File: src/design/rpfl_pkg.sv
`timescale 1ns / 1ps
package rpfl_pkg;

  localparam int PAGE_W       = 10;
  localparam int TOP_W        = 11;
  localparam int CNT_W        = 8;
  localparam int LINK_W       = 11;
  localparam int LINK_END_BIT = 10;
  localparam int CFG_IDX_W    = 2;
  localparam int CFG_DATA_W   = 11;

  localparam logic [CNT_W-1:0] CNT_MAX = 8'hFF;

  // func codes
  localparam logic [2:0] FUNC_ALLOC = 3'd0;
  localparam logic [2:0] FUNC_FREE  = 3'd1;
  localparam logic [2:0] FUNC_INC   = 3'd2;
  localparam logic [2:0] FUNC_DEC   = 3'd3;
  localparam logic [2:0] FUNC_QUERY = 3'd4;

  // status codes
  localparam logic [2:0] STAT_OK    = 3'd0;
  localparam logic [2:0] STAT_EMPTY = 3'd1;
  localparam logic [2:0] STAT_RANGE = 3'd2;
  localparam logic [2:0] STAT_SAT   = 3'd3;
  localparam logic [2:0] STAT_UNDER = 3'd4;

  // register indexes
  localparam logic [CFG_IDX_W-1:0] REG_COUNTING = 2'd0;
  localparam logic [CFG_IDX_W-1:0] REG_LOW_PAGE = 2'd1;
  localparam logic [CFG_IDX_W-1:0] REG_TOP_PAGE = 2'd2;

  localparam logic [LINK_W-1:0] LINK_END = 11'h400;

  typedef struct packed {
    logic [2:0]        func;
    logic [PAGE_W-1:0] page_number;
  } rpfl_in_t;

  typedef struct packed {
    logic [2:0]        status;
    logic [PAGE_W-1:0] granted_page;
    logic [CNT_W-1:0]  count;
    logic              returned_to_list;
  } rpfl_out_t;

  typedef enum logic [1:0] {
    ST_CLEAR,
    ST_IDLE,
    ST_EXEC
  } rpfl_state_t;

  typedef struct packed {
    logic clear_step;
    logic accept;
    logic commit;
  } rpfl_cmd_t;

  typedef struct packed {
    logic clear_last;
  } rpfl_sts_t;

endpackage

File: src/design/rpfl_ctrl.sv
`timescale 1ns / 1ps
module rpfl_ctrl (
  input  logic                clk,
  input  logic                rst_n,
  input  logic                in_valid,
  output logic                in_ready,
  output logic                out_valid,
  input  logic                out_ready,
  input  rpfl_pkg::rpfl_sts_t sts,
  output rpfl_pkg::rpfl_cmd_t cmd
);

  rpfl_pkg::rpfl_state_t state_r, state_nxt;
  logic out_valid_r, out_valid_nxt;

  always_ff @(posedge clk) begin
    if (!rst_n) begin
      state_r     <= rpfl_pkg::ST_CLEAR;
      out_valid_r <= 1'b0;
    end else begin
      state_r     <= state_nxt;
      out_valid_r <= out_valid_nxt;
    end
  end

  always_comb begin
    state_nxt = state_r;
    cmd       = '0;
    in_ready  = 1'b0;
    unique case (state_r)
      rpfl_pkg::ST_CLEAR: begin
        cmd.clear_step = 1'b1;
        if (sts.clear_last) state_nxt = rpfl_pkg::ST_IDLE;
      end
      rpfl_pkg::ST_IDLE: begin
        in_ready = 1'b1;
        if (in_valid) begin
          cmd.accept = 1'b1;
          state_nxt  = rpfl_pkg::ST_EXEC;
        end
      end
      rpfl_pkg::ST_EXEC: begin
        // wait here until the output register is free
        if (!out_valid_r || out_ready) begin
          cmd.commit = 1'b1;
          state_nxt  = rpfl_pkg::ST_IDLE;
        end
      end
      default: state_nxt = rpfl_pkg::ST_CLEAR;
    endcase
    out_valid_nxt = cmd.commit ? 1'b1 : (out_ready ? 1'b0 : out_valid_r);
  end

  assign out_valid = out_valid_r;

endmodule

File: config.mk
export PLATFORM = sky130hd
export DESIGN_NAME = rpfl_ctrl
export DESIGN_NICKNAME = d
export VERILOG_FILES = /design/src/design/rpfl_pkg.sv /design/src/design/rpfl_ctrl.sv
export SDC_FILE = /design/constraint.sdc
export NUM_CORES = 1
export LEC_CHECK = 0
export ABC_AREA = 1
export BUFFER_PORTS_ARGS = -buffer_cell sky130_fd_sc_hd__buf_2
export CAP_MARGIN = 30
export CORE_AREA = 5 5 42 44
export CTS_BUF_LIST = sky130_fd_sc_hd__clkbuf_16
export CTS_CLUSTER_SIZE = 40
export DETAILED_ROUTE_END_ITERATION = 8
export DIE_AREA = 0 0 47 49
export HOLD_SLACK_MARGIN = 0.15
export PLACE_DENSITY_LB_ADDON = 0.05
export SLEW_MARGIN = 20
export SYNTH_ARGS = -nofsm -noshare
export SYNTH_HDL_FRONTEND = slang
export SYNTH_SLANG_ARGS = --single-unit
File: constraint.sdc
create_clock -name clk -period 1.9 [get_ports clk]
set_input_delay 0.38 -clock clk [delete_from_list [all_inputs] [get_ports clk]]
set_output_delay 0.38 -clock clk [all_outputs]
set_load 0.005 [all_outputs]
**After elaboration in Yosys (flattened, before gate mapping)**

Index checks and enable logic that the tools add are counted.

- Register bits after elaboration: 3
- Bits of input ports: 5
- Output and inout port bits: 5
- Logic and storage cells: 24

- Eq/ne operators: 5
- Muxes and demuxes: 12
- Reduce and logical (&&, ||, !) cells: 5

Operators by type and width:

| cell | count |
|---|---|
| $mux W1 | 8 |
| $mux W2 | 3 |
| $ne A2 B2 Y1 const B | 3 |
| $pmux W2 S3 | 1 |
| $reduce_and A3 Y1 | 1 |
| $eq A2 B1 Y1 const B | 1 |
| $eq A2 B2 Y1 const B | 1 |
| $logic_not A2 Y1 | 1 |
| $reduce_bool A2 Y1 | 1 |
| $logic_not A1 Y1 | 1 |
| $logic_or A1 B1 Y1 | 1 |

**Logic depth before layout (Yosys ltp)**

Gate-level depths: netlist of run 1.

- Depth in word-level cells: 5
- Gate-level depth with buffers: 5

**Least setup slack after synthesis of run 1**

Ideal clock, no wire load.

- Path kind: reg-to-output
- Start point: reg out_valid_r, in the netlist out_valid
- End point: out cmd[0] (netlist bit)
- Arrival: 0.719 ns
- Required time: 1.520 ns
- Setup slack: 0.801 ns
- Stages on the path, launching flop included: 5
- Cells stage by stage: dfxtp_1 -> inv_1 -> nor2_8 -> nor3_1 -> buf_4

RTL lines:

| what | line | RTL |
|---|---|---|
| start, declared | rpfl_ctrl.sv:14 | `logic out_valid_r, out_valid_nxt;` |
| start signal, assigned | rpfl_ctrl.sv:22 | `out_valid_r <= out_valid_nxt;` |
| end, declared | rpfl_ctrl.sv:10 | `output rpfl_pkg::rpfl_cmd_t cmd` |

==> results of run 1 <==
## flip-flops by register name, indices dropped and copies added, names as in the netlist
register and cells:
state_r 2, out_valid 1
## power groups by stage
stage / combinational [mW] / clock (mW) / sequential [mW]
2_1_floorplan: 0.0164 / 0 / 0.0710
3_3_place_gp: 0.0299 / 0 / 0.0721
3_5_place_dp: 0.0299 / 0 / 0.0720
4_1_cts: 0.0302 / 0.337 / 0.0712
5_1_grt: 0.0340 / 0.345 / 0.0716
6_report: 0.0293 / 0.328 / 0.0710
## layout make-up
| class | count | area (sq um) | share of cell area |
|---|---|---|---|
| Clock buffer | 3 | 75.1 | 0.238 |
| Clock inverter | 1 | 3.75 | 0.0119 |
| Inverter | 6 | 22.5 | 0.0714 |
| Multi-Input combinational cell | 14 | 88.8 | 0.282 |
| Sequential cell | 3 | 60.1 | 0.190 |
| Tap cell | 16 | 20.0 | 0.0635 |
| Timing Repair Buffer | 9 | 45.0 | 0.143 |
## layout by cell type, fill, tap and decap left out, drive strengths merged
master / n
nor2: 4
buf: 9
o21a: 1
clkbuf: 3
nor3: 1
nand3: 1
o21ai: 1
nand2: 5
a21oi: 1
inv: 7
dfxtp: 3
## worst paths after layout
check / slack, ns / endpoint
worst max-delay path: 0.52 / cmd[0]
worst max register to register: 1.07 / state_r[0]$_SDFFE_PN0P_
worst min register to register: 0.60 / state_r[1]$_SDFFE_PN0P_
worst min-delay path: 0.40 / out_valid$_SDFFE_PN0P_
## per-layer routing
layer  track usage  vias up
li1              -       95
met2        0.0656       10
met3        0.0590        0
met5             0        -
met1        0.0590       72
met4        0.0415        0
## cells by family (layout without fill, tap and decap cells)
logic type	after synthesis	in the layout	synth area share
AO/OA/AOI/OAI	3	3	0.119
buffers and inverters	7	19	0.168
flip-flops	3	3	0.336
AND/OR/NAND/NOR	11	11	0.378
## through the flow
step	util	total power [mW]	setup slack, ns
detailed placement	0.169	0.102	0.668
global route	0.225	0.451	0.448
floorplan	-	0.0873	0.801
finish	0.225	0.428	0.521
CTS	0.225	0.438	0.516
global placement	0.169	0.102	0.708
==> results list, run 1 <==
* Status: complete, no violations
- Summed over all cells, the static leakage comes to 0.181 nW.
* Setup TNS: 0 ns
- Synthesis inferred 3 register bits.
- Clock root buffer master: clkbuf_16
- Starting Density: 0.128
- The share of the Yosys chip area taken by registers is 0.336.
* Fraction of synthesized cell area taken by the top area cell type: 0.336
- Initial DRC count: 0
- Summed over all layers, the global routing overflow is 0.
- Largest net degree at the start of global routing: 7
- The clock period could shrink to 1.38 ns.
* Post-CTS repair timing setup buffer count: 0
- Vias in the first global route: 217
- For this run, the number of Yosys warnings is 0.
* Fin crit share: 0.726
- In this run the critical register-to-register path is launched from state_r[1]$_SDFFE_PN0P_.
- In the global route stage, overall resource usage came out at 0.0569.
- Beginning of the critical path: out_valid$_SDFFE_PN0P_
- Fin cells: 52
- Type of destination of the critical path: output pin
* Total wirelength of the detailed-routed design: 456 um
- The routed design uses 187 um of met2 wire.
- Each instance of the synthesized netlist takes up on average 7.46 sq um.
* Tightest Pin Transition: 0.210 ns
- Of the total power, the share spent switching nets is 0.179.
* Per-cell via count in the routed design: 3.40
- Setup repair after global routing left no endpoint under its margin.
- Of all nets on the critical path, the largest fanout is 3.
- Wire length per cell after detailed routing: 8.77 um
- Number of iterations in the first detailed-routing pass: 1
- Post-DP HPWL: 352 um
- Worst-path cell chain: inv_1 > nor2_8 > nor3_1 > buf_2
- In the post-synthesis netlist, the cell with the most instances is inv_1.
- The setup path with the least slack is of type flip-flop to output pin.
- Fmax: 725 MHz
* TritonCTS clock tree: done
- Setup violations remaining at the end of the flow were counted as 0.
- The worst pin sits at a relative slew slack of 0.860.
- The worst hold path belongs to the class primary input to flip-flop.
- P per Cell Area: 1360 nW/um^2
- Across the routed clock network, the largest skew measured is 0.00227 ns.
- After floorplanning, the core was divided into 14 placement rows.
* Number of instances in the synthesized netlist: 24
* Post-synthesis cell type count: 14
- For this design the total switching power over the nets is 76.5 uW.
- Wl on met1: 215 um
- Port Buffer Count: 9
- Number of nets in the synthesized netlist: 29
* Synthesized cell area: 179 sq um
- DRC errors left: 0
- Met3 Routed Length: 52 um
* # placed instances: 48
- The floorplan step set the die height to 49 um.
* CP top delay family: flip-flops
* Largest cells by area after synthesis: dfxtp_1, nor2_8, inv_1
- Final net count: 42
* Worst hold path depth: 2
- Count of cells resized by post-cts repair: 0
- Reg2Reg Depth: 5
- Counting along the longest clock path gives a buffer depth of 2.
* Number of antenna violations at the first check in global routing: 0
- # diodes: 0
* TritonCTS buffer count: 3
* Leading post-synthesis cells by instance count: inv_1, nand2_1, dfxtp_1
- Slowest-stage cell, CP: dfxtp_1
- H-tree depth: 1
- Data on the critical path is required at its endpoint by 1.52 ns.
* Fraction of registers with async set or reset after synthesis: 0
- Num Clock Sinks: 3
* Highest cell delay on the worst timing path: 0.30 ns
- Peak VDD IR: 0.000820 V
- The count of nets left with antenna violations once routing finished came out at 0.
* Final Max Tran Viols: 0
- Final estimated routing congestion in global placement: 0.753
* Highest Signal Layer: met3
* Reg power frac: 0.166
- Count of hold-fix buffers inserted at cts: 0
- The tightest hold path in the finished design has a slack of 0.404 ns.
- Synth-to-Final Area Change: 76.2%
* I/O pin count: 10
- Together, buffers and inverters on the worst path number 2.
- The synthesized design contains 0 enable-type register cells.
* Hold Vio Cnt, Final: 0
- Via count: 177
* Layout cell share with drive strength beyond 1: 0.500
- Count of fill cells added during filler insertion: 174
- Summing all placed instances gives a cell area of 236 sq um.
- The critical path crosses 4 cells after its start point.
- Once layout is done, the placed cells without fillers occupy 315 sq um.
- Among all flip-flop cells after synthesis, the most frequent one is dfxtp_1.
- The first global-routing pass estimated 855 um of wire.
- The share of total power dissipated in combinational logic is 0.069.
* Share of total power in the clock network: 0.766
- Type of element launching the critical path: flip-flop
* Clock latency on the worst-skew pair: 0.22 ns
- The floorplan step defined a die boundary enclosing 2300 sq um.
* Min-Delay Startpoint: rst_n
- Count of max-cap constraint violations: 0
- WP data arrival: 1.00 ns
- Core outline area: 1400 sq um
* Clock-pin transition on the worst setup and hold timing paths: 0.03 ns
* Die Span X: 47 um
* Internal: 352 uW
- The synthesized design spends more area on one cell type than any other, namely dfxtp_1.
No activity file was read; power rests on OpenSTA's default activity.
==> run 2: changes to the inputs <==
Clock period 1.9 ns to 1.2 ns, I/O delays scaled along.
==> run 2 against run 1 <==
Cell count unchanged. Non-clock buffer count unchanged. Via count up 6.8%.
==> results list, run 2 (same netlist as run 1, synthesis figures left out) <==
- The worst setup path is captured at an output pin.
* Wl on met1: 185 um (-14%)
- Starting Density: 0.128 (unchanged)
- The net count of the finished layout came to 42 (unchanged).
* Die Span X: 47 um (unchanged)
- The sum of overflow across all layers after global routing came to 0 (unchanged).
* Tightest Pin Transition: 0.144 ns (-0.0668 ns)
* Routed wire length on met2: 154 um (-18%)
* I/O pin count: 10 (unchanged)
- Worst-path cell chain: inv_2 > nor3_2 > buf_2
* Number of nets still failing antenna checks after routing: 0 (unchanged)
* Final estimated routing congestion in global placement: 0.724 (-3.9%)
* Worst-case clock skew: 0.00116 ns (-0.00110 ns)
* Leakage power: 0.184 nW (+1.3%)
- DRC errors left: 0 (unchanged)
* Leading cell type in the layout, fill and taps excluded: buf_2
- The setup path with the least slack is of type flip-flop to output pin.
* Hold Vio Cnt, Final: 0 (unchanged)
- Register containing the most flip-flops in the final layout: state_r
* Die H: 49 um (unchanged)
* Worst slew margin: 0.903 (+0.0437)
- Initial DRC count: 5 (+5)
- Met3 Routed Length: 60 um (+15%)
- Clock latency on the worst-skew pair: 0.22 ns (about the same)
* Highest Signal Layer: met4
- CP top delay family: flip-flops
- The post-CTS setup repair buffer count came to 0 (unchanged).
* TritonCTS buffer count: 3 (unchanged)
* Largest net degree at the start of global routing: 7 (unchanged)
* Total wirelength of the detailed-routed design: 442 um (-3.1%)
- Clock root buffer master: clkbuf_16
- The via-per-instance ratio is 3.63 (+6.8%).
- Vias in the first global route: 194 (-11%)
- Layout cell share with drive strength beyond 1: 0.639 (+0.139)
- Post-DP HPWL: 355 um (+0.97%)
- The top cell types in the final layout, fill and taps aside, are buf_2, inv_1, nand2_1.
- Status: complete, no violations
- The overall die area came to 2300 sq um (unchanged).
* Type of element launching the critical path: flip-flop
* Core outline area: 1400 sq um (unchanged)
* Maximum count of clock buffers along a single path: 2 (unchanged)
- Setup repair after global routing could not meet its margin everywhere.
- The peak supply drop was 0.000622 V (-24%).
- The port buffer count was 9 (unchanged).
- Fin crit share: 0.958
- The data arrival time of the critical path is 0.91 ns (-0.09 ns).
- The worst path in the final design needs a cycle of 1.15 ns, including I/O delays and setup.
- The clock-pin transition on the worst setup and hold timing paths is 0.03 ns (about the same).
- The number of rows in the core area came to 14 (unchanged).
* P per Cell Area: 2090 nW/um^2 (+54%)
- Highest cell delay on the worst timing path: 0.33 ns (+0.03 ns)
* Setup TNS: 0 ns (unchanged)
- The first-pass GRT wire length was 779 um (-8.9%).
* CP Buf/Inv Count: 2 (unchanged)
* Count of fill cells added during filler insertion: 175 (+0.57%)
- Num Clock Sinks: 3 (unchanged)
- TritonCTS built the clock tree.
- Synth-to-Final Area Change: 83.2%
- Setup Viol. Count Final: 0 (unchanged)
- The routed wire length per instance is 8.50 um (-3.1%).
- The highest fanout seen on the critical path was 4 (+1).
* Number of iterations in the first detailed-routing pass: 4 (+3)
* Max reg flops: 2 (unchanged)
* Number of antenna violations at the first check in global routing: 0 (unchanged)
- The max-cap violation count was 0 (unchanged).
* Fmax: 869 MHz
* Slowest-stage cell, CP: dfxtp_2
* Via count: 189 (+6.8%)
- # diodes: 0 (unchanged)
- The final core utilization came to 0.234 (+0.00893).
- The overall routing resource usage was 0.0549 (-0.00207).
- The min-delay analysis places its worst path in the category primary input to flip-flop.
- H-tree depth: 1 (unchanged)
* Worst path required time: 0.96 ns (-0.56 ns)
- Final Max Tran Viols: 0 (unchanged)
==> run 2: cell type report <==
class | instances | area [sq um] | area share
multi-input combinational | 14 | 98.8 | 0.302
inverter | 6 | 22.5 | 0.0687
clock buffer | 3 | 75.1 | 0.229
timing repair buffer | 9 | 45.0 | 0.137
sequential | 3 | 62.6 | 0.191
clock inverter | 1 | 3.75 | 0.0115
tap | 16 | 20.0 | 0.0611
==> run 2: stage by stage <==
stage / power [mW] / hold WS [ns] / instance area (sq um) / cells / setup WS [ns]
after global routing: 0.717 / 0.267 / 328 / 52 / -0.0106
after detailed placement: 0.161 / 0.484 / 236 / 48 / 0.179
after CTS: 0.697 / 0.253 / 323 / 52 / 0.0313
after floorplan: 0.138 / 0.358 / 179 / 24 / 0.241
after global placement: 0.162 / 0.488 / 236 / 48 / 0.208
final: 0.684 / 0.250 / 328 / 52 / 0.0498
==> run 2: worst reg2reg max path, delay by kind of cell, from the launching register on <==
kind                   cells  cell delay [ns]
buffers and inverters      1             0.06
flip-flops                 1             0.33
AND/OR/NAND/NOR            4             0.29
==> run 2: layer usage <==
layer  track usage  vias to the layer above
met4        0.0829                        0
met5             0                        -
li1              -                       93
met1        0.0569                       78
met3        0.0369                        5
met2        0.0543                       13
==> run 2: repair_timing <==
item,in CTS,in global routing
hold buffers,0,0
setup endpoints to repair,2,2
pin swaps,0,0
resized for setup,4,1
cloned,0,0
==> run 2: final timing paths <==
path / from / endpoint / slack (ns) / cells after the start
hold / removal: rst_n / out_valid$_SDFFE_PN0P_ / 0.25 / 2
setup / recovery: state_r[1]$_SDFFE_PN0P_ / cmd[0] / 0.05 / 3
setup reg to reg: state_r[1]$_SDFFE_PN0P_ / state_r[0]$_SDFFE_PN0P_ / 0.41 / 5
hold reg to reg: state_r[0]$_SDFFE_PN0P_ / state_r[1]$_SDFFE_PN0P_ / 0.53 / 2
==> run 2: where the power goes <==
part	leakage, nW	switching, mW	total [mW]	internal [mW]
sequential	0.0253	0.00756	0.114	0.107
combinational	0.116	0.0252	0.0477	0.0225
clock	0.0423	0.0924	0.522	0.430
total	0.184	0.125	0.684	0.559
